<file path="config.mk">
export PLATFORM = sky130hd
export DESIGN_NAME = pi_esc_cfg
export DESIGN_NICKNAME = d
export VERILOG_FILES = /design/src/rtl/core/pi_esc_pkg.sv /design/src/rtl/core/pi_esc_cfg.sv
export SDC_FILE = /design/constraint.sdc
export NUM_CORES = 1
export LEC_CHECK = 0
export BUFFER_PORTS_ARGS = -buffer_cell sky130_fd_sc_hd__buf_2
export CAP_MARGIN = 5
export CORE_UTILIZATION = 45
export DETAILED_ROUTE_END_ITERATION = 16
export PLACE_DENSITY = 0.75
export SETUP_SLACK_MARGIN = 0.02
export SYNTH_ARGS = -nofsm -noshare
export SYNTH_HDL_FRONTEND = slang
export SYNTH_SLANG_ARGS = --single-unit
</file>
<file path="constraint.sdc">
create_clock -name i_clk -period 1.5 [get_ports i_clk]
set_clock_uncertainty 0.1 [all_clocks]
set_input_delay 0.3 -clock i_clk [delete_from_list [all_inputs] [get_ports i_clk]]
set_output_delay 0.3 -clock i_clk [all_outputs]
set_load 0.01 [all_outputs]
</file>
<file path="src/rtl/core/pi_esc_pkg.sv">
// Shared types, constants and helper functions of the incremental PI ESC speed controller.
`default_nettype none

package pi_esc_pkg;

    localparam int CFG_IDX_W  = 3;
    localparam int CFG_DATA_W = 24;

    localparam logic [CFG_IDX_W-1:0] REG_PROP_GAIN     = 3'd0;
    localparam logic [CFG_IDX_W-1:0] REG_INTEG_GAIN    = 3'd1;
    localparam logic [CFG_IDX_W-1:0] REG_SPEED_SCALE   = 3'd2;
    localparam logic [CFG_IDX_W-1:0] REG_NEUTRAL_WIDTH = 3'd3;
    localparam logic [CFG_IDX_W-1:0] REG_ESC_MIN       = 3'd4;
    localparam logic [CFG_IDX_W-1:0] REG_ESC_MAX       = 3'd5;
    localparam logic [CFG_IDX_W-1:0] REG_STEER_MIN     = 3'd6;
    localparam logic [CFG_IDX_W-1:0] REG_STEER_MAX     = 3'd7;

    localparam logic [15:0] RST_PROP_GAIN     = 16'd7680;
    localparam logic [15:0] RST_INTEG_GAIN    = 16'd640;
    localparam logic [23:0] RST_SPEED_SCALE   = 24'd23815;
    localparam logic [11:0] RST_NEUTRAL_WIDTH = 12'd1500;
    localparam logic [11:0] RST_ESC_MIN       = 12'd1400;
    localparam logic [11:0] RST_ESC_MAX       = 12'd1680;
    localparam logic [11:0] RST_STEER_MIN     = 12'd500;
    localparam logic [11:0] RST_STEER_MAX     = 12'd2500;

    localparam logic [18:0]        ESC_FWD_OFFSET = 19'd33;
    localparam logic [18:0]        ESC_REV_OFFSET = 19'd25;
    localparam logic signed [31:0] HALF_Q16       = 32'sd32768;
    localparam logic signed [31:0] NEG_HALF_Q16   = -32'sd32768;

    localparam logic signed [51:0] SAT_HI = 52'sd2147483647;
    localparam logic signed [51:0] SAT_LO = -52'sd2147483648;

    localparam logic [2:0] OP_NONE  = 3'd0;
    localparam logic [2:0] OP_LOAD  = 3'd1;
    localparam logic [2:0] OP_MEAS  = 3'd2;
    localparam logic [2:0] OP_ERR   = 3'd3;
    localparam logic [2:0] OP_PROP  = 3'd4;
    localparam logic [2:0] OP_INTEG = 3'd5;
    localparam logic [2:0] OP_ACC   = 3'd6;
    localparam logic [2:0] OP_OUT   = 3'd7;

    typedef struct packed {
        logic [15:0] prop_gain;
        logic [15:0] integ_gain;
        logic [23:0] speed_scale;
        logic [11:0] neutral_width;
        logic [11:0] esc_min;
        logic [11:0] esc_max;
        logic [11:0] steer_min;
        logic [11:0] steer_max;
    } t_cfg;

    typedef struct packed {
        logic [2:0] op;
    } t_dp_cmd;

    function automatic logic signed [31:0] sat32(input logic signed [51:0] x);
        if (x > SAT_HI) begin
            return SAT_HI[31:0];
        end else if (x < SAT_LO) begin
            return SAT_LO[31:0];
        end
        return x[31:0];
    endfunction

endpackage

`default_nettype wire

</file>
<file path="src/rtl/core/pi_esc_cfg.sv">
// Configuration register file of the incremental PI ESC speed controller.
`default_nettype none

module pi_esc_cfg (
    input  wire logic                              i_clk,
    input  wire logic                              i_rst_n,
    input  wire logic                              i_cfg_we,
    input  wire logic [pi_esc_pkg::CFG_IDX_W-1:0]  i_cfg_idx,
    input  wire logic [pi_esc_pkg::CFG_DATA_W-1:0] i_cfg_data,
    output pi_esc_pkg::t_cfg                       o_cfg
);
    import pi_esc_pkg::*;

    t_cfg r_cfg;

    always_ff @(posedge i_clk) begin
        if (!i_rst_n) begin
            r_cfg.prop_gain     <= RST_PROP_GAIN;
            r_cfg.integ_gain    <= RST_INTEG_GAIN;
            r_cfg.speed_scale   <= RST_SPEED_SCALE;
            r_cfg.neutral_width <= RST_NEUTRAL_WIDTH;
            r_cfg.esc_min       <= RST_ESC_MIN;
            r_cfg.esc_max       <= RST_ESC_MAX;
            r_cfg.steer_min     <= RST_STEER_MIN;
            r_cfg.steer_max     <= RST_STEER_MAX;
        end else if (i_cfg_we) begin
            unique case (i_cfg_idx)
                REG_PROP_GAIN:     r_cfg.prop_gain     <= i_cfg_data[15:0];
                REG_INTEG_GAIN:    r_cfg.integ_gain    <= i_cfg_data[15:0];
                REG_SPEED_SCALE:   r_cfg.speed_scale   <= i_cfg_data[23:0];
                REG_NEUTRAL_WIDTH: r_cfg.neutral_width <= i_cfg_data[11:0];
                REG_ESC_MIN:       r_cfg.esc_min       <= i_cfg_data[11:0];
                REG_ESC_MAX:       r_cfg.esc_max       <= i_cfg_data[11:0];
                REG_STEER_MIN:     r_cfg.steer_min     <= i_cfg_data[11:0];
                REG_STEER_MAX:     r_cfg.steer_max     <= i_cfg_data[11:0];
                default:           r_cfg               <= r_cfg;
            endcase
        end
    end

    assign o_cfg = r_cfg;

endmodule

`default_nettype wire

</file>
== Yosys cells after proc, flatten, opt, wreduce, memory -nomap -nowiden ==
Index checks and enable logic that the tools add are counted.

* Bits of input ports: 30
* Flip-flop bits (word level): 116
* Word-level logic and storage cells: 24
* Output and inout bits: 116

* Reductions and logical operators: 9
* Equal/unequal tests: 7

{| class="wikitable"
|+ Operators with widths
! operator !! number
|-
| AND reduction 2 bit || 8
|-
| equality test 3 bit, second input constant || 4
|-
| equality test 3 x 2 -> 1 bit, second input constant || 2
|-
| equality test 3 x 1 -> 1 bit, second input constant || 1
|-
| logical NOT 3 bit || 1
|}

== Logic depth before layout (Yosys ltp) ==
* Word-level depth: 2
* Depth in mapped cells: 5
* Depth with buffers taken out: 2

== Least setup slack after synthesis ==
OpenSTA, ideal clock, no wires.

* Path type: input to register
* Start point: input i_cfg_we
* End point: register r_cfg, in the netlist o_cfg[110]
* Arrival: 1.292 ns
* Data required time: 1.270 ns
* Buffers on the path: 3
* Cell stages on the path: 5
* Library setup time: 0.130 ns
* Path slack: -0.022 ns
* Path through: clkbuf_2 > or4b_1 > buf_6 > buf_12 > mux2i_1

* Cells in the longest elaborated chain, start to end: 1

{| class="wikitable"
|+ RTL lines
! element !! RTL line !! text
|-
| start: declaration || pi_esc_cfg.sv:7 || <nowiki>input wire logic i_cfg_we,</nowiki>
|-
| AND reduction 2 bit (no line) || -- ||
|-
| end signal: assignment || pi_esc_cfg.sv:36 || <nowiki>default: r_cfg <= r_cfg;</nowiki>
|-
| end: declaration || pi_esc_cfg.sv:14 || <nowiki>t_cfg r_cfg;</nowiki>
|}

No other way between the ends.
A chain may end at the register's enable or synchronous reset.

== Final worst setup path ==
* Start point: register r_cfg, in the netlist o_cfg[72]
* End point: output o_cfg[72] (netlist bit)

{| class="wikitable"
|+ RTL lines
! element !! RTL line !! text
|-
| end: declaration || pi_esc_cfg.sv:10 || <nowiki>output pi_esc_pkg::t_cfg o_cfg</nowiki>
|}

No word-level cell between the ends.

==> summary.md <==
| Metric | Value |
|---|---|
| Outcome | `finished clean` |
| Largest cells by area after synthesis | `dfxtp_1 52%, mux2i_1 26%, nand2_1 8.3%` |
| Leading area contributor after synthesis | `dfxtp_1` |
| FFs w/ async S/R, synth | `0` |
| Worst-Skew Late Latency | `0.51 ns` |
| H-tree level count | `4` |
| Die H | `101 um` |
| Final #Nets | `633` |
| Combinational share of power | `0.067` |
| WP depth | `1` |
| I/O Pins | `146` |
| Final hold vios | `0` |
| Power density over the cells | `1310 nW/um^2` |
| Hold Path Stages | `3` |
| Critical Path Source Type | `flip-flop` |
| Max-slew violations | `0` |
| Post-CTS Repair Setup Buffers | `0` |
| Grt ovf | `0` |
| Sequential-to-total area share from yosys stat | `0.522` |
| Post-Syn Area | `4450 um^2` |
| Top delay family on crit path | `flip-flops` |
| Worst hold path type | `in -> reg` |
| CP Buf/Inv Count | `1` |
| Static leakage | `3.12 nW` |
| Routed WL per cell | `16.4 um` |
| Met2 Use GR | `0.425` |
| Sw frac | `0.211` |
| Remaining antenna violation count after routing | `0` |
| Number of enable flip-flop cells after synthesis | `0` |
| Synth-to-layout area growth | `42.6%` |
| Initial drt markers | `87` |
| GR peak layer | `met2` |
| Clock Sinks | `116` |
| Vias | `3644` |
| Sequence of cells on the critical path | `buf_2` |
| Setup violators final | `0` |
| Syn. warnings | `0` |
| Worst EP required | `1.10 ns` |
| Flop pwr share | `0.384` |
| Relative slew slack | `0.724` |
| Largest register FFs | `116` |
| First-pass GRT wire length | `18900 um` |
| Period utilization | `0.952` |
| Antenna diodes | `0` |
| Synth top area share | `0.522` |
| Fin Hold WS | `0.0338 ns` |
| Reg2Reg Depth | `2` |
| Kind of critical path | `reg -> out` |
| Pre-CTS WS | `-0.0541 ns` |
| Placed instance area | `5490 um^2` |
| Main flop type after synthesis | `dfxtp_1` |
| Core ar. | `9420 um^2` |
| Clock transition at the registers of the reported paths | `0.05 ns` |
| Largest net degree at the start of global routing | `28` |
| Crit. End Element | `output port` |
| Dpl hpwl | `8220 um` |
| Yosys cell types | `16` |
| All-layer global routing usage | `0.247` |
| Post-Syn Area per Cell | `10.4 um^2` |
| Initial Util | `0.473` |
| Met1 Usage GRT | `0.293` |
| Die width | `101 um` |
| Drt total wl | `12200 um` |
| 1st-pass router iterations | `4` |
| Critical Path AT | `1.03 ns` |
| Cell Count Post-Placement | `695` |
| Design Area, Final | `6340 um^2` |
| Root Buffer | `clkbuf_8` |
| Gpl congestion | `0.754` |
| Largest stage delay, worst path | `0.37 ns` |
| CTS tree | `done` |
| Max Freq | `0.700 GHz` |
| Crit path max fanout | `2` |
| Vias per std cell | `4.89` |
| Post-Syn Nets | `456` |
| Die area | `10300 um^2` |
| Post-CTS Resized | `0` |
| Rows | `35` |
| Cell Count, Final, Fillers Out | `745` |
| Share of cells above drive strength 1 | `0.334` |
| Clock Path Buffers | `2` |
| RSZ-0062 raised after global routing | `false` |
| Worst setup margin | `0.0714 ns` |
| Slew @ Worst Pin | `0.413 ns` |
| Initial antenna violation count | `0` |
| DRC violations left | `0` |
| Tmin final | `1.43 ns` |
| Slowest cell on crit path | `dfxtp_1` |
| I/O Buffers | `145` |
| Max_cap viols | `0` |
| Synthesized instance count | `426` |
| Met3 GRT Util | `0.0759` |
| Int Pwr | `6.54 mW` |
| Yosys reg bits | `116` |
| Sw power | `1.75 mW` |
| Worst vdd ir | `809 uV` |
| Inserted Clock Buffers | `17` |
| Number of global-route vias before repair | `3669` |
| Most frequent cells after synthesis | `116 x dfxtp_1, 116 x mux2i_1, 98 x nand2_1` |
| Clock share of power | `0.549` |
==> cell type report <==
type / count / area (um^2)
clock buffer: 20 / 445
multi-input combinational: 279 / 1970
clock inverter: 12 / 226
fill: 697 / 3070
tap: 129 / 161
timing repair buffer: 189 / 1220
sequential: 116 / 2320
==> worst paths after layout <==
kind                  startpoint         end  slack, ns
setup / recovery       o_cfg[72]   o_cfg[72]       0.07
hold / removal    i_cfg_data[11]  o_cfg[111]       0.03
setup reg to reg       o_cfg[49]   o_cfg[49]       0.71
hold reg to reg        o_cfg[53]   o_cfg[53]       0.35
==> timing repair <==
item	CTS	global route
hold buffers	18	0
endpoints found under the hold margin	25	0
endpoints found under the setup margin	0	0
==> layout by cell type, fill, tap and decap left out, types with 6 or more instances in the layout <==
master           n
buf_12           9
buf_2          144
buf_4           18
bufinv_16        6
clkbuf_16       16
dfxtp_1        116
dlygate4sd3_1   18
mux2i_1        116
nand2_1         98
nor2b_1         56
==> stage by stage <==
stage	total power, mW	util	setup TNS (ns)
floorplan	3.52	-	0
global placement	3.75	0.583	-0.263
detailed placement	3.77	0.583	-0.752
CTS	8.33	0.674	0
global route	8.54	0.674	0
finish	8.29	0.674	0
==> cells by family (layout without fill, tap and decap cells) <==
logic type | after synthesis | count (layout) | synth area share
flip-flops | 116 | 116 | 0.522
AND/OR/NAND/NOR | 163 | 163 | 0.182
buffers and inverters | 31 | 221 | 0.0354
multiplexers | 116 | 116 | 0.261
==> worst register-to-register path: stages, from the launching register on <==
cell	delay, ns
dfxtp_1	0.36
nand2_1	0.07
mux2i_1	0.17
==> layer usage <==
metal / up-vias / part of all wire
met5: - / 0
met4: 0 / 0.014
met3: 18 / 0.054
met2: 128 / 0.50
met1: 1728 / 0.44
li1: 1770 / -
==> power by group through the flow <==
stage | clock network (mW) | registers, mW | logic [mW]
global placement | 0 | 3.25 | 0.504
detailed placement | 0 | 3.25 | 0.515
CTS | 4.59 | 3.19 | 0.555
global route | 4.75 | 3.19 | 0.598
floorplan | 0 | 3.28 | 0.242
finish | 4.55 | 3.19 | 0.555
Power figures use the tool's default switching activity.
