File: src/rtl/core/pi_esc_pkg.sv
// Shared types, constants and helper functions of the incremental PI ESC speed controller.
`default_nettype none

package pi_esc_pkg;

    localparam int CFG_IDX_W  = 3;
    localparam int CFG_DATA_W = 24;

    localparam logic [CFG_IDX_W-1:0] REG_PROP_GAIN     = 3'd0;
    localparam logic [CFG_IDX_W-1:0] REG_INTEG_GAIN    = 3'd1;
    localparam logic [CFG_IDX_W-1:0] REG_SPEED_SCALE   = 3'd2;
    localparam logic [CFG_IDX_W-1:0] REG_NEUTRAL_WIDTH = 3'd3;
    localparam logic [CFG_IDX_W-1:0] REG_ESC_MIN       = 3'd4;
    localparam logic [CFG_IDX_W-1:0] REG_ESC_MAX       = 3'd5;
    localparam logic [CFG_IDX_W-1:0] REG_STEER_MIN     = 3'd6;
    localparam logic [CFG_IDX_W-1:0] REG_STEER_MAX     = 3'd7;

    localparam logic [15:0] RST_PROP_GAIN     = 16'd7680;
    localparam logic [15:0] RST_INTEG_GAIN    = 16'd640;
    localparam logic [23:0] RST_SPEED_SCALE   = 24'd23815;
    localparam logic [11:0] RST_NEUTRAL_WIDTH = 12'd1500;
    localparam logic [11:0] RST_ESC_MIN       = 12'd1400;
    localparam logic [11:0] RST_ESC_MAX       = 12'd1680;
    localparam logic [11:0] RST_STEER_MIN     = 12'd500;
    localparam logic [11:0] RST_STEER_MAX     = 12'd2500;

    localparam logic [18:0]        ESC_FWD_OFFSET = 19'd33;
    localparam logic [18:0]        ESC_REV_OFFSET = 19'd25;
    localparam logic signed [31:0] HALF_Q16       = 32'sd32768;
    localparam logic signed [31:0] NEG_HALF_Q16   = -32'sd32768;

    localparam logic signed [51:0] SAT_HI = 52'sd2147483647;
    localparam logic signed [51:0] SAT_LO = -52'sd2147483648;

    localparam logic [2:0] OP_NONE  = 3'd0;
    localparam logic [2:0] OP_LOAD  = 3'd1;
    localparam logic [2:0] OP_MEAS  = 3'd2;
    localparam logic [2:0] OP_ERR   = 3'd3;
    localparam logic [2:0] OP_PROP  = 3'd4;
    localparam logic [2:0] OP_INTEG = 3'd5;
    localparam logic [2:0] OP_ACC   = 3'd6;
    localparam logic [2:0] OP_OUT   = 3'd7;

    typedef struct packed {
        logic [15:0] prop_gain;
        logic [15:0] integ_gain;
        logic [23:0] speed_scale;
        logic [11:0] neutral_width;
        logic [11:0] esc_min;
        logic [11:0] esc_max;
        logic [11:0] steer_min;
        logic [11:0] steer_max;
    } t_cfg;

    typedef struct packed {
        logic [2:0] op;
    } t_dp_cmd;

    function automatic logic signed [31:0] sat32(input logic signed [51:0] x);
        if (x > SAT_HI) begin
            return SAT_HI[31:0];
        end else if (x < SAT_LO) begin
            return SAT_LO[31:0];
        end
        return x[31:0];
    endfunction

endpackage

`default_nettype wire

File: src/rtl/core/pi_esc_ctrl.sv
// Sequencing state machine and output valid register of the PI ESC controller.
`default_nettype none

module pi_esc_ctrl (
    input  wire logic           i_clk,
    input  wire logic           i_rst_n,
    input  wire logic           i_in_valid,
    output logic                o_in_ready,
    output logic                o_out_valid,
    input  wire logic           i_out_ready,
    output pi_esc_pkg::t_dp_cmd o_cmd
);
    import pi_esc_pkg::*;

    localparam logic [2:0] ST_IDLE  = 3'd0;
    localparam logic [2:0] ST_MEAS  = 3'd1;
    localparam logic [2:0] ST_ERR   = 3'd2;
    localparam logic [2:0] ST_PROP  = 3'd3;
    localparam logic [2:0] ST_INTEG = 3'd4;
    localparam logic [2:0] ST_ACC   = 3'd5;
    localparam logic [2:0] ST_OUT   = 3'd6;

    logic [2:0] r_state;
    logic [2:0] n_state;
    logic       r_out_valid;
    logic       n_out_valid;
    logic       out_load;

    assign out_load = (r_state == ST_OUT) && (!r_out_valid || i_out_ready);

    always_comb begin
        n_state  = r_state;
        o_cmd.op = OP_NONE;
        unique case (r_state)
            ST_IDLE: begin
                if (i_in_valid) begin
                    o_cmd.op = OP_LOAD;
                    n_state  = ST_MEAS;
                end
            end
            ST_MEAS: begin
                o_cmd.op = OP_MEAS;
                n_state  = ST_ERR;
            end
            ST_ERR: begin
                o_cmd.op = OP_ERR;
                n_state  = ST_PROP;
            end
            ST_PROP: begin
                o_cmd.op = OP_PROP;
                n_state  = ST_INTEG;
            end
            ST_INTEG: begin
                o_cmd.op = OP_INTEG;
                n_state  = ST_ACC;
            end
            ST_ACC: begin
                o_cmd.op = OP_ACC;
                n_state  = ST_OUT;
            end
            ST_OUT: begin
                if (out_load) begin
                    o_cmd.op = OP_OUT;
                    n_state  = ST_IDLE;
                end
            end
            default: begin
                n_state = ST_IDLE;
            end
        endcase
    end

    always_comb begin
        priority if (out_load) begin
            n_out_valid = 1'b1;
        end else if (i_out_ready) begin
            n_out_valid = 1'b0;
        end else begin
            n_out_valid = r_out_valid;
        end
    end

    always_ff @(posedge i_clk) begin
        if (!i_rst_n) begin
            r_state     <= ST_IDLE;
            r_out_valid <= 1'b0;
        end else begin
            r_state     <= n_state;
            r_out_valid <= n_out_valid;
        end
    end

    assign o_in_ready  = (r_state == ST_IDLE);
    assign o_out_valid = r_out_valid;

    a_accept_starts: assert property (@(posedge i_clk) disable iff (!i_rst_n)
        (i_in_valid && o_in_ready) |=> (r_state == ST_MEAS))
        else $error("accepted item did not start the sequence");

    a_acc_to_out: assert property (@(posedge i_clk) disable iff (!i_rst_n)
        (r_state == ST_ACC) |=> (r_state == ST_OUT))
        else $error("accumulate step not followed by output step");

    a_out_hold: assert property (@(posedge i_clk) disable iff (!i_rst_n)
        ((r_state == ST_OUT) && r_out_valid && !i_out_ready) |=> (r_state == ST_OUT))
        else $error("pending result overwritten");

    a_out_load_valid: assert property (@(posedge i_clk) disable iff (!i_rst_n)
        (o_cmd.op == OP_OUT) |=> (r_out_valid && (r_state == ST_IDLE)))
        else $error("result load did not raise valid");

endmodule

`default_nettype wire

File: config.mk
export PLATFORM = sky130hd
export DESIGN_NAME = pi_esc_ctrl
export DESIGN_NICKNAME = d
export VERILOG_FILES = /design/src/rtl/core/pi_esc_pkg.sv /design/src/rtl/core/pi_esc_ctrl.sv
export SDC_FILE = /design/constraint.sdc
export NUM_CORES = 1
export LEC_CHECK = 0
export ABC_AREA = 1
export BUFFER_PORTS_ARGS = -buffer_cell sky130_fd_sc_hd__buf_2
export CORE_AREA = 2 2 39 41
export DETAILED_ROUTE_END_ITERATION = 6
export DIE_AREA = 0 0 41 43
export HOLD_SLACK_MARGIN = 0.15
export SETUP_SLACK_MARGIN = 0.2
export SYNTH_ARGS = -nofsm -noshare
export SYNTH_HDL_FRONTEND = slang
export SYNTH_SLANG_ARGS = --single-unit
File: constraint.sdc
create_clock -name i_clk -period 1.7 [get_ports i_clk]
set_input_delay 0.255 -clock i_clk [delete_from_list [all_inputs] [get_ports i_clk]]
set_output_delay 0.255 -clock i_clk [all_outputs]
set_load 0.01 [all_outputs]
# == After elaboration in Yosys (flattened, before gate mapping) ==
# Index checks and enable logic that the tools add are counted.
# word_totals
ff_bits,4
word_cells,24
out_inout_bits,5
inputBits,4
# classes
reduce_logical,6
eq_ne,8
mux,8
# op_table
operator,count
one-hot mux 3 bit (7 select lines),2
equality test 3 bit (second input constant),3
two-way mux 3 bit,3
equality test 3 x 2 -> 1 bit (second input constant),2
inequality test 2 bit (second input constant),2
equality test 3 x 1 -> 1 bit (second input constant),1
logical NOT 3 bit,1
two-way mux 1 bit,3
AND reduction 2 bit,1
nonzero test 2 bit,1
logical AND 1 bit,1
logical NOT 1 bit,1
logical OR 1 bit,1

# == Logic depth before layout (Yosys ltp) ==
# Gate-level depths: netlist (run 1).
# depth
depth_word,5
depth_mapped,5
depth_no_buf,5

# == Worst setup path after synthesis (run 1) ==
# OpenSTA, ideal clock, no wires.
# synth_path
path_type,reg2out
start,"register r_out_valid, in the netlist o_out_valid"
end,output o_cmd[0] in the netlist's numbering
n_path_buf,0
setup_slack_ps,645
required_time_ps,1445
path_stages_with_launch,6
arrival_ps,800
path_cell_list,dfxtp_1 > inv_1 > nor2_1 > inv_1 > nand2_2 > nand2_1
# synth_lines
element,line_no,source
"start, declared",pi_esc_ctrl.sv:25,logic r_out_valid;
"start signal, assigned",pi_esc_ctrl.sv:89,r_out_valid <= n_out_valid;
"end, declared",pi_esc_ctrl.sv:11,output pi_esc_pkg::t_dp_cmd o_cmd

==> results of run 1 <==
-- metal layers --
metal	track usage [%]	wire, um	share of wire (%)	vias up
li1	-	-	-	112
met1	6.11	173	45	82
met2	8.44	163	42	8
met3	1.57	26	6.8	2
met4	8.00	21	5.5	0
met5	0	0	0	-
-- worst min-delay path by stage --
stage	from	endpoint	slack, ns	cells after the start
floorplan	i_rst_n	o_out_valid	0.44	2
detailed placement	i_rst_n	r_state[1]	0.54	3
finish	i_rst_n	r_state[1]	0.29	3
CTS	i_rst_n	r_state[1]	0.29	3
global placement	i_rst_n	r_state[1]	0.54	3
global route	i_rst_n	r_state[1]	0.32	3
-- area by class of cell --
cell class | instances | area [um2] | area share [%]
inverter | 6 | 22.5 | 7.69
timing repair buffer | 8 | 40.0 | 13.7
multi-input combinational | 20 | 108 | 36.8
clock buffer | 3 | 22.5 | 7.69
sequential | 4 | 80.1 | 27.4
tap | 16 | 20.0 | 6.84
-- logic make-up (layout without fill, tap and decap cells) --
| group | count (synthesis) | count (layout) | synth area share (%) |
|---|---|---|---|
| compound gates | 3 | 3 | 10.7 |
| buf+inv | 6 | 17 | 10.7 |
| flops | 4 | 4 | 38.1 |
| simple gates | 17 | 17 | 40.5 |
-- critical path, delay by kind of cell (launching register included) --
| kind | cells | cell delay, ns |
|---|---|---|
| buffers and inverters | 3 | 0.27 |
| DFF | 1 | 0.31 |
| and+or+nand+nor | 3 | 0.30 |
-- state kept, by name, summed over array words and instances, names as in the netlist --
| signal | flops |
|---|---|
| o_out_valid | 1 |
| r_state | 3 |
-- through the flow --
stage / power [mW] / hold slack (ns) / cells
after floorplan: 0.141 / 0.436 / 30
after global placement: 0.162 / 0.538 / 54
after detailed placement: 0.162 / 0.535 / 54
after CTS: 0.281 / 0.293 / 57
after global routing: 0.293 / 0.318 / 57
final: 0.275 / 0.295 / 57
-- power groups by stage --
| stage | Sequential [mW] | Combinational, mW | Clock [mW] |
|---|---|---|---|
| floorplan | 0.107 | 0.0338 | 0 |
| global placement | 0.108 | 0.0539 | 0 |
| detailed placement | 0.108 | 0.0535 | 0 |
| CTS | 0.107 | 0.0539 | 0.121 |
| global route | 0.107 | 0.0611 | 0.124 |
| finish | 0.107 | 0.0528 | 0.116 |
-- cells in the final DEF, fill, tap and decap left out --
cell                       n
sky130_fd_sc_hd__a21oi_1   1
sky130_fd_sc_hd__a21oi_2   2
sky130_fd_sc_hd__buf_2     8
sky130_fd_sc_hd__clkbuf_4  3
sky130_fd_sc_hd__dfxtp_1   4
sky130_fd_sc_hd__inv_1     6
sky130_fd_sc_hd__nand2_1   7
sky130_fd_sc_hd__nand2_2   3
sky130_fd_sc_hd__nand3_1   2
sky130_fd_sc_hd__nand3b_1  1
sky130_fd_sc_hd__nor2_1    3
sky130_fd_sc_hd__nor2_4    1
-- synth_stat cells --
master | instances | area share, %
sky130_fd_sc_hd__nand3b_1 | 1 | 3.6
sky130_fd_sc_hd__nor2_1 | 3 | 5.4
sky130_fd_sc_hd__nand3_1 | 2 | 4.8
sky130_fd_sc_hd__inv_1 | 6 | 11
sky130_fd_sc_hd__nand2_2 | 3 | 8.9
sky130_fd_sc_hd__a21oi_1 | 1 | 2.4
sky130_fd_sc_hd__dfxtp_1 | 4 | 38
sky130_fd_sc_hd__nor2_4 | 1 | 5.4
sky130_fd_sc_hd__nand2_1 | 7 | 13
sky130_fd_sc_hd__a21oi_2 | 2 | 8.3
==> flow_results.org, run 1 <==
** Clocking
- The clock passes through at most 2 buffers.
- Cts repair resizes :: 0
- Worst-skew pair later-pin latency :: 0.23 ns
- After clock tree synthesis, the clock-pin slew on the worst setup and hold paths is 0.04 ns.
- Post CTS Setup Buffer Count :: 0
- Hold repair after CTS inserted 0 buffers.
- Root buffer cell :: sky130_fd_sc_hd__clkbuf_4
- TritonCTS clock tree :: done
- Counting the buffers created by CTS gives 3.
- Clk sinks :: 4
- H-tree depth reported by CTS :: 1

** Route
- DRT Pass-1 Iters :: 2
- In the routed design, unresolved DRC markers number 0.
- Wire per inst :: 6.75 um
- For this block, the initial DRC count from the detailed router was 1.
- Across all layers, the routed design uses 204 vias.
- Per-cell via count in the routed design :: 3.58
- After detailed routing, the total wire length is 385 um.
- The count of nets left with antenna violations once routing finished came out at 0.

** Worst setup path
- STA classifies the critical path startpoint as a flip-flop.
- The most critical setup path has its endpoint at o_cmd[2].
- The number of cells on the worst reg-to-reg path is 5.
- Critical path type :: flip-flop to primary output
- For the worst setup path, the data required time is 1.44 ns.
- The worst register-to-register path begins at o_out_valid.
- The worst setup path is captured at a primary output.
- In this run the worst path has a maximum fanout of 4.
- Setup slack on the worst flop-to-flop path :: 0.84 ns
- Cell repeated most along the worst path :: sky130_fd_sc_hd__inv_1
- Worst R2R End :: o_out_valid
- The largest single stage delay on the critical path is 0.31 ns.
- Launch point of the critical path :: o_out_valid
- The slowest stage of the critical path is the sky130_fd_sc_hd__dfxtp_1 cell.
- Signal arrival time at the worst endpoint :: 1.12 ns
- The critical path goes through inv_1 -> nor2_1 -> inv_1 -> nand2_2 -> nand2_1 -> buf_2.

** Synth
- Cell Area, Synth :: 210 um2
- A synthesized cell averages 7.01 um2.
- The number of nets handed over by synthesis was 34.
- In this run, synthesis produced a sequential element count of 4.
- Sequential element share of the synthesized area :: 38.1%
- Number of instances in the synthesized netlist :: 30
- Count of yosys warnings during synthesis :: 0
- Cell variety after synth :: 10

** Layout
- For this run, the post-layout net count is 47.
- The repair_antennas step left the layout with diodes totalling 0.
- Cells fill 21.2% of the core in the end.
- Cells with a size suffix above 1 make up 41.5% of the layout.
- Fill cells in the final layout number 162.
- Once layout is done, the placed cells without fillers occupy 293 um2.
- Layout area overhead :: 39.3%

** Floorplanning
- The floorplan step set the die height to 43 um.
- During I/O placement, the number of pins put on the boundary was 9.
- The initialized floorplan defines 14 standard-cell rows.
- The die covers 1760 um2.
- The die is 41 um wide.
- Core region area :: 1380 um2
- Once the floorplan was initialized, standard cells occupied 15.2% of the core.

** Global route
- Number of global-route vias before repair :: 214
- Total GRT Usage :: 6.12%
- Wire length of the first global-routing pass :: 683 um
- Final global-route overflow total :: 0
- The initial antenna violation count was 0.
- Entering global routing, the biggest net connects 5 pins.

** Run status
- The flow ran to the end, and the final reports show no timing, DRC or antenna violations.

** STA
- Timing would allow up to 729 MHz.
- At the pin with the least slew margin, the transition time is 0.170 ns.
- Final worst clock skew :: 0.000144 ns
- Share of the clock period used by the worst path :: 80.7%
- Sum of negative setup slack :: 0 ns
- Setup repair after global routing left no endpoint under its margin.
- Count of final max-slew check failures :: 0
- Crit path setup slack, layout :: 0.328 ns
- Final period demand of the worst path :: 1.37 ns
- Setup violations remaining at the end of the flow were counted as 0.
- Worst relative slew slack :: 88.7%
- The number of hold violations in the final report is 0.

** Placed design
- Setup slack at placement :: 0.540 ns
- Global placer's final weighted congestion :: 0.700
- The placed instances occupy a cell area of 270 um2.
- Final HPWL DP :: 316 um
- During placement, the flow inserted port buffers numbering 8.

** Power and ir drop
- Total net switching power :: 0.0735 mW
- Power spread over the standard cell area amounts to 941 nW/um2.
- Share of total power in sequential cells :: 38.7%
- The share of total power dissipated in the clock network is 42.2%.
- Leakage dissipation :: 0.149 nW
- Switching share of total power :: 26.7%
- Across the VDD grid, the largest voltage drop is 286 uV.
- Combinational Power Share :: 19.2%
- Internal power contribution :: 0.202 mW

** Min path
- The worst hold path belongs to the class input port to flip-flop.

** Job
- MaxCap Viol Count :: 0
No activity file was read; power rests on OpenSTA's default activity.
==> run 2, diff against run 1 <==
--- a/config.mk
+++ b/config.mk
@@ -5,7 +5,7 @@
 export SDC_FILE = /design/constraint.sdc
 export NUM_CORES = 1
 export LEC_CHECK = 0
-export ABC_AREA = 1
+export ABC_AREA = 0
 export BUFFER_PORTS_ARGS = -buffer_cell sky130_fd_sc_hd__buf_2
 export CORE_AREA = 2 2 39 41
 export DETAILED_ROUTE_END_ITERATION = 6
==> constraint.sdc (replaced) <==
create_clock -name i_clk -period 1.1 [get_ports i_clk]
set_input_delay 0.165 -clock i_clk [delete_from_list [all_inputs] [get_ports i_clk]]
set_output_delay 0.165 -clock i_clk [all_outputs]
set_load 0.01 [all_outputs]
==> run 2 against run 1 <==
Effect of this change: critical endpoint is now o_cmd[0]; clock skew up 0.0044 ns; hold slack worse by 0.12 ns; global-route usage up 1.6 points; largest power group unchanged; count of clock-buffer cells in the layout unchanged; sequential power up 59%; critical path type unchanged; the run now ends with negative setup slack left; register-to-register slack worse by 0.63 ns; clock power up 66%; highest routed layer unchanged.
==> flow_results.org, run 2 <==
** Run status
- Status: complete, but fails checks (was finished, final reports clean).
- Failing checks :: negative setup slack

** Placed design
- Post-detailed-placement cell area :: 268 um2 (was 270 um2)
- # placed instances :: 50 (was 54)
- Global placer's final weighted congestion :: 0.698 (was 0.700)
- The placed wire-length estimate after detailed placement was 356 um (was 316 um).
- The number of buffer cells added on primary ports is 8 (unchanged).

** Synth
- Fraction of registers with async set/reset :: 0% (unchanged)
- The number of distinct library cell variants in the gate-level netlist after synthesis came to 13 (was 10).
- The summed instance area of the synthesized netlist was 205 um2 (was 210 um2).
- Portion of netlist area occupied by mux cells :: 0% (unchanged)
- Count of yosys warnings during synthesis :: 0 (unchanged)
- The post-synthesis share of cell area spent on and, or, nand and nor gates is 31.7% (was 40.5%).
- The adder and majority cell fraction of the synthesized area was 0% (unchanged).
- The largest family of logic cells by synthesized area was simple AND/OR/NAND/NOR gates (unchanged).
- The gate count of the mapped netlist was 26 (was 30).
- Sequential element share of the synthesized area :: 39.0% (was 38.1%)
- Net count after synthesis :: 30 (was 34)
- The proportion of netlist area held by the largest area contributor was 39.0% (was 38.1%).
- The number of register bits inferred by synthesis was 4 (unchanged).
- Post-synth EDFFs :: 0 (unchanged)
- The average size of a mapped cell came to 7.89 um2 (was 7.01 um2).
- Synth top area cells :: sky130_fd_sc_hd__dfxtp_1 39%, sky130_fd_sc_hd__a21oi_1 7.3%, sky130_fd_sc_hd__nor2_1 7.3% (was sky130_fd_sc_hd__dfxtp_1 38%, sky130_fd_sc_hd__nand2_1 13%, sky130_fd_sc_hd__inv_1 11%)
- The cell taking the most area after synthesis was sky130_fd_sc_hd__dfxtp_1 (unchanged).
- Post-Synth XOR/XNOR Area :: 0% (unchanged)
- Commonest cells in the synthesized netlist :: 4 x sky130_fd_sc_hd__dfxtp_1, 4 x sky130_fd_sc_hd__nor2_1, 3 x sky130_fd_sc_hd__a21oi_1 (was 7 x sky130_fd_sc_hd__nand2_1, 6 x sky130_fd_sc_hd__inv_1, 4 x sky130_fd_sc_hd__dfxtp_1)
- Post-synthesis compound-gate area fraction :: 25.6% (was 10.7%)
- Top_reg_cell synth :: sky130_fd_sc_hd__dfxtp_1 (unchanged)

** Route
- The routed wire length on met2 is 256 um (was 163 um).
- The remaining design rule violation count is 0 (unchanged).
- Vias post-DR :: 225 (was 204)
- Met3 routed wirelength :: 29 um (was 26 um)
- DRT Pass-1 Iters :: 2 (unchanged)
- Per-cell via count in the routed design :: 4.25 (was 3.58)
- The residual antenna-violating net count after detailed routing is 0 (unchanged).
- Met1 Routed Length :: 209 um (was 173 um)
- The initial DRC count came to 1 (unchanged).
- The routed wire length came to 512 um (was 385 um).
- Highest routed layer :: met4 (unchanged)
- Wire per inst :: 9.66 um (was 6.75 um)

** Power and ir drop
- Total power divided by cell area :: 1360 nW/um2 (was 941 nW/um2)
- Internal power contribution :: 0.318 mW (was 0.202 mW)
- The proportion of total power due to net switching is 28.1% (was 26.7%).
- The static leakage power was 0.135 nW (was 0.149 nW).
- Share of total power in sequential cells :: 38.5% (was 38.7%)
- Clock power share :: 43.7% (was 42.2%)
- The worst-case vdd ir drop is 474 uV (was 286 uV).
- Total net switching power :: 0.124 mW (was 0.0735 mW)
- The sum of internal, switching and leakage power is 0.442 mW (was 0.275 mW).
- Combinational Power Share :: 17.7% (was 19.2%)

** STA
- The number of max-slew violations in the final report came to 0 (unchanged).
- Subtracting the final worst setup slack from the clock period gives 1.23 ns.
- The max-slew headroom at the worst pin was 88.4% (was 88.7%).
- Dividing the final minimum period by the clock period gives 111%.
- Final setup fails :: 3 (was 0)
- Tightest hold margin :: 0.176 ns (was 0.295 ns)
- Final number of hold-violating endpoints :: 0 (unchanged)
- Derived from the worst setup path, the maximum achievable clock frequency is 815 MHz.
- Transition time at the pin with the least slew margin :: 0.174 ns (was 0.170 ns)
- RSZ-0062 raised after global routing :: true (was false)
- Crit path setup slack, layout :: -0.126 ns (was 0.328 ns)
- Final worst clock skew :: 0.00457 ns (was 0.000144 ns)

** Floorplanning
- The die outline area was 1760 um2 (unchanged).
- The initial core utilization was 14.8% (was 15.2%).
- The number of placement rows came to 14 (unchanged).
- The placeable core region was 1380 um2 (unchanged).
- The width of the die came to 41 um (unchanged).
- Number of top-level design ports :: 9 (unchanged)
- The floorplan die height was 43 um (unchanged).

** Worst setup path
- The timing startpoint of the critical path is r_state[1] (was o_out_valid).
- The cell count along the critical path came to 4 (was 6).
- Setup slack on the worst flop-to-flop path :: 0.21 ns (was 0.84 ns)
- CP endpoint kind :: primary output (unchanged)
- The endpoint of the worst setup timing path was o_cmd[0] (was o_cmd[2]).
- The kind of cell with the highest combined delay on the critical path was flip-flops (unchanged).
- The largest stage delay on the critical path came to 0.36 ns (was 0.31 ns).
- Cell Chain, Critical Path: nor3_2 -> nor2_1 -> o21a_1 -> buf_2 (was inv_1 -> nor2_1 -> inv_1 -> nand2_2 -> nand2_1 -> buf_2).
- The count of cells along the worst register-to-register path was 3 (was 5).
- Startpoint types :: flip-flop (unchanged)
- CP max-delay cell :: sky130_fd_sc_hd__dfxtp_4 (was sky130_fd_sc_hd__dfxtp_1)
- Critical path type :: flip-flop to primary output (unchanged)
- The data arrival time at the worst-slack endpoint was 1.06 ns (was 1.12 ns).
- Maximum fanout along the worst path :: 7 (was 4)
- The required time at the worst-slack endpoint came to 0.94 ns (was 1.44 ns).
- Count of buffer and inverter cells on the critical path :: 1 (was 3)
- Crit Reg-Reg Startpoint :: r_state[1] (was o_out_valid)
- Worst R2R End :: r_state[0] (was o_out_valid)

** Layout
- The footprint of the flip-flops and latches came to 92.6 um2 (was 80.1 um2).
- The final instance count without filler cells is 53 (was 57).
- Fraction of final layout cells with drive strength greater than 1 :: 59.5% (was 41.5%)
- The register bank with the most flops is r_state (unchanged).
- Commonest cells after routing, fill and taps aside :: 7 x sky130_fd_sc_hd__buf_2, 3 x sky130_fd_sc_hd__nor2_1, 3 x sky130_fd_sc_hd__clkbuf_4, 3 x sky130_fd_sc_hd__dfxtp_4 (was 8 x sky130_fd_sc_hd__buf_2, 7 x sky130_fd_sc_hd__nand2_1, 6 x sky130_fd_sc_hd__inv_1)
- The fill cell total of the finished layout was 156 (was 162).
- The number of antenna diodes came to 0 (unchanged).
- The area used by multi-input combinational logic came to 136 um2 (was 108 um2).
- The area of all placed cells without fillers is 325 um2 (was 293 um2).
- The final net count came to 43 (was 47).
- The flip-flop count of the largest register, all copies and words added came to 3 (unchanged).
- Most common cell after layout, fill and taps aside :: sky130_fd_sc_hd__buf_2 (unchanged)
- Layout area overhead :: 58.5% (was 39.3%)

** Global route
- Total GRT Usage :: 7.73% (was 6.12%)
- The initial antenna violation count came to 0 (unchanged).
- Number of global-route vias before repair :: 197 (was 214)
- The wire length of the first global-routing pass was 786 um (was 683 um).
- The overall overflow remaining after global route was 0 (unchanged).
- Maximum number of pins on one net before global-route repair :: 8 (was 5)

** Clocking
- Worst-skew pair later-pin latency :: 0.24 ns (was 0.23 ns)
- Root buffer cell :: sky130_fd_sc_hd__clkbuf_4 (unchanged)
- Number of CTS-inserted buffers :: 3 (unchanged)
- The number of clock sinks is 4 (unchanged).
- TritonCTS clock tree :: done (unchanged)
- The maximum buffer depth of the clock tree is 2 (unchanged).
- The clock slew seen by the registers of the worst setup and hold paths came to 0.04 ns (about the same).
- Count of hold-fix buffers inserted at cts :: 0 (unchanged)
- H-tree depth reported by CTS :: 1 (unchanged)

** Min path
- The class of the tightest hold or removal check is input port to flip-flop (unchanged).

** Job
- The number of max-cap violations is 0 (unchanged).
-- run 2: metal layers --
layer | vias up | global-route usage [%]
met5 | - | 0
met4 | 0 | 10.0
met3 | 2 | 4.71
met2 | 8 | 9.38
met1 | 100 | 7.40
li1 | 115 | -
-- run 2: final cells by class --
type                            count  share of cell area [%]
Tap cell                           16                    6.15
Sequential cell                     4                    28.5
Inverter                            2                    2.31
Clock buffer                        3                    6.92
Multi-Input combinational cell     20                    41.9
Timing Repair Buffer                8                    14.2
-- run 2: worst min-delay path by stage --
stage | from | end | cells after the start
after global routing | i_rst_n | r_state[1] | 2
after CTS | i_rst_n | r_state[1] | 2
after global placement | i_rst_n | r_state[1] | 2
after detailed placement | i_rst_n | r_state[1] | 2
after floorplan | i_rst_n | r_state[1] | 1
final | i_rst_n | r_state[1] | 2
-- run 2: kinds of logic after synthesis --
family / after synthesis
compound gates: 8
buf+inv: 2
flops: 4
simple gates: 12
-- run 2: power groups by stage --
stage	logic [mW]	clock network, mW	registers [mW]
floorplan	0.0463	0	0.169
global placement	0.0729	0	0.172
detailed placement	0.0738	0	0.171
CTS	0.0785	0.199	0.170
global route	0.0876	0.213	0.171
finish	0.0782	0.193	0.170
-- run 2: metrics by stage --
step,util (%),setup TNS [ns],worst slack (ns)
2_1_floorplan,-,0,0.208
4_1_cts,22.6,-0.266,-0.116
3_5_place_dp,19.3,0,0.0750
3_3_place_gp,19.3,0,0.0824
6_report,23.5,-0.252,-0.126
5_1_grt,23.5,-0.469,-0.199
-- run 2: timing repair --
action	CTS	global route
resized for setup	8	3
buffers inserted	0	0
cloned	0	0
pin swaps	2	2
endpoints found under the setup margin	4	7
-- run 2: worst reg2reg max path: cells and delay by family (launching register included) --
family,cells,cell delay (ns)
flops,1,0.36
simple gates,3,0.42
==> run 3, diff against run 2 <==
==> constraint.sdc (replaced) <==
create_clock -name i_clk -period 1.23 [get_ports i_clk]
set_input_delay 0.1845 -clock i_clk [delete_from_list [all_inputs] [get_ports i_clk]]
set_output_delay 0.1845 -clock i_clk [all_outputs]
set_load 0.01 [all_outputs]
==> run 3 against run 2 <==
Effect of this change: the run now ends clean; register-to-register slack improved by 0.04 ns; combinational power increased by 12%; clock skew decreased by 0.0041 ns; first-iteration DRC count unchanged; setup slack improved by 0.14 ns; sequential power decreased by 10%; flip-flop and latch count unchanged; routed wire length increased by 4.7%; via count increased by 2.7%; clock power decreased by 19%; global-route usage decreased by 0.31 points.
==> flow_results.org, run 3 (synthesized netlist as in run 2, its figures left out) <==
** Global route
- The largest net degree at the start of global routing is 8 (unchanged).
- Antenna violations before repair :: 0 (unchanged)
- Final global-route overflow total :: 0 (unchanged)
- The total global-route track usage came to 7.42% (was 7.73%).
- Wire length of the first global-routing pass :: 752 um (was 786 um)
- Number of global-route vias before repair :: 202 (was 197)

** Placed design
- The last weighted congestion value of the routability-driven placer came to 0.758 (was 0.698).
- The placed wire-length estimate after detailed placement came to 348 um (was 356 um).
- Post-detailed-placement cell area :: 265 um2 (was 268 um2)
- The number of buffer cells added on primary ports is 8 (unchanged).

** STA
- The pin slew with the least headroom to its limit is 0.159 ns (was 0.174 ns).
- RSZ-0062 raised after global routing: true (unchanged).
- The worst clock skew is 0.000467 ns (was 0.00457 ns).
- The number of hold violations in the final report came to 0 (unchanged).
- Sum of negative setup slack :: 0 ns (was -0.252 ns)
- Final period demand of the worst path :: 1.22 ns
- Worst relative slew slack :: 89.3% (was 88.4%)
- The number of max-slew violations in the final report came to 0 (unchanged).
- Timing would allow up to 819 MHz.
- The final critical path takes up 99.3% of the cycle.
- Final setup fails :: 0 (was 3)
- The worst hold slack after final layout is 0.211 ns (was 0.176 ns).

** Min path
- The class of the tightest hold or removal check is input port to flip-flop (unchanged).
- Instance count along the most critical hold path :: 2 (unchanged)

** Floorplanning
- The initial core utilization was 14.8% (unchanged).
- Die ar. :: 1760 um2 (unchanged)
- Number of top-level design ports :: 9 (unchanged)
- The width of the die is 41 um (unchanged).
- Vertical die dimension :: 43 um (unchanged)
- The placeable core region was 1380 um2 (unchanged).
- Standard-cell row count :: 14 (unchanged)

** Layout
- The area of all placed cells without fillers came to 348 um2 (was 325 um2).
- Area of combinational cells with multiple inputs :: 143 um2 (was 136 um2)
- Number of nets in the final layout :: 46 (was 43)
- The fill cell total of the finished layout is 160 (was 156).
- Sequential cell area :: 92.6 um2 (unchanged)
- Flip-flop count of the largest register, all copies and words added :: 3 (unchanged)
- Final antenna diode count :: 0 (unchanged)
- Most flop-heavy register :: r_state (unchanged)
- Commonest cells after routing, fill and taps aside: 8 x sky130_fd_sc_hd__buf_2, 3 x sky130_fd_sc_hd__nor2_1, 3 x sky130_fd_sc_hd__clkbuf_4, 3 x sky130_fd_sc_hd__dfxtp_4, 3 x sky130_fd_sc_hd__buf_4 (was 7 x sky130_fd_sc_hd__buf_2, 3 x sky130_fd_sc_hd__nor2_1, 3 x sky130_fd_sc_hd__clkbuf_4, 3 x sky130_fd_sc_hd__dfxtp_4).
- Fraction of final layout cells with drive strength greater than 1 :: 62.5% (was 59.5%)
- Layout area overhead :: 69.5% (was 58.5%)
- Most common cell after layout, fill and taps aside :: sky130_fd_sc_hd__buf_2 (unchanged)

** Clocking
- The TritonCTS clock tree is done (unchanged).
- Clk sinks :: 4 (unchanged)
- H-tree depth reported by CTS :: 1 (unchanged)
- Register clock-pin slew on the reported worst setup and hold paths :: 0.04 ns (about the same)
- The number of CTS-inserted buffers is 3 (unchanged).
- The master cell of the clock root buffer is sky130_fd_sc_hd__clkbuf_4 (unchanged).
- The clock latency on the worst-skew pair was 0.23 ns (was 0.24 ns).
- CTS max path bufs :: 2 (unchanged)

** Worst setup path
- The maximum fanout count along the critical path was 7 (unchanged).
- The category of the critical setup timing path is flip-flop to primary output (unchanged).
- CP endpoint kind :: primary output (unchanged)
- Cell count of the worst reg-to-reg path :: 5 (was 3)
- The required time at the worst-slack endpoint is 1.05 ns (was 0.94 ns).
- The data arrival time at the worst-slack endpoint came to 1.04 ns (was 1.06 ns).
- Setup slack on the worst flop-to-flop path :: 0.25 ns (was 0.21 ns)
- Startpoint types :: flip-flop (unchanged)

** Route
- The routed length per placed instance is 9.57 um (was 9.66 um).
- Number of DRC markers in iteration 0 :: 1 (unchanged)
- The remaining design rule violation count is 0 (unchanged).
- Per-cell via count in the routed design :: 4.13 (was 4.25)
- The routed wire length was 536 um (was 512 um).
- Count of antenna-violating nets left after detailed routing :: 0 (unchanged)
- Vias post-DR :: 231 (was 225)
- The first-pass iteration count of the detailed router was 4 (was 2).

** Power and ir drop
- The worst-case vdd ir drop was 284 uV (was 474 uV).
- The static leakage power is 0.152 nW (was 0.135 nW).
- The total power divided by cell area is 1140 nW/um2 (was 1360 nW/um2).

** Job
- MaxCap Viol Count :: 0 (unchanged)

** Run status
- Status :: finished, final reports clean (was complete, but fails checks)
[run 3: cell count changes in the layout (fill, tap and decap cells not counted), sizes merged]
cell	delta
buf	+3
[run 3: final timing paths]
kind / endpoint / start
setup / recovery: o_cmd[0] / r_state[1]
hold / removal: r_state[1] / i_rst_n
setup reg to reg: r_state[1] / r_state[0]
hold reg to reg: o_out_valid / r_state[2]
[run 3: report_power, final]
| group | internal (mW) | switching (mW) |
|---|---|---|
| Clock | 0.109 | 0.0480 |
| Sequential | 0.138 | 0.0153 |
| Combinational | 0.0495 | 0.0384 |
| Total | 0.296 | 0.102 |
[run 3: area by class of cell]
cell class | count | area share [%]
Clock buffer | 3 | 6.47
Sequential cell | 4 | 26.6
Timing Repair Buffer | 11 | 18.0
Tap cell | 16 | 5.76
Inverter | 2 | 2.16
Multi-Input combinational cell | 20 | 41.0
[run 3: metal layers]
layer  share of wire (%)  track usage [%]
met1                  44             7.69
met2                  45             8.13
met3                 6.7             3.14
met4                 3.5             12.0
met5                   0                0
[run 3: worst max-delay path: stages (launching register included)]
cell and delay, ns:
sky130_fd_sc_hd__dfxtp_4 0.36, sky130_fd_sc_hd__nor3_4 0.15, sky130_fd_sc_hd__nor2_1 0.06, sky130_fd_sc_hd__o21a_1 0.09, sky130_fd_sc_hd__buf_2 0.13
[run 3: timing repair]
item | CTS | global route
gates resized for setup | 10 | 3
pin swaps | 2 | 2
hold buffers | 0 | 0
cloned | 0 | 0
setup endpoints to repair | 4 | 4
buffers inserted | 2 | 1
[run 3: per-stage QoR]
step | util (%) | power [mW] | std cells | setup slack [ns]
3_3_place_gp | 19.2 | 0.219 | 50 | 0.168
6_report | 25.1 | 0.397 | 56 | 0.00882
5_1_grt | 25.1 | 0.420 | 56 | -0.0326
4_1_cts | 23.9 | 0.398 | 55 | 0.00496
3_5_place_dp | 19.2 | 0.219 | 50 | 0.155
2_1_floorplan | - | 0.191 | 26 | 0.303
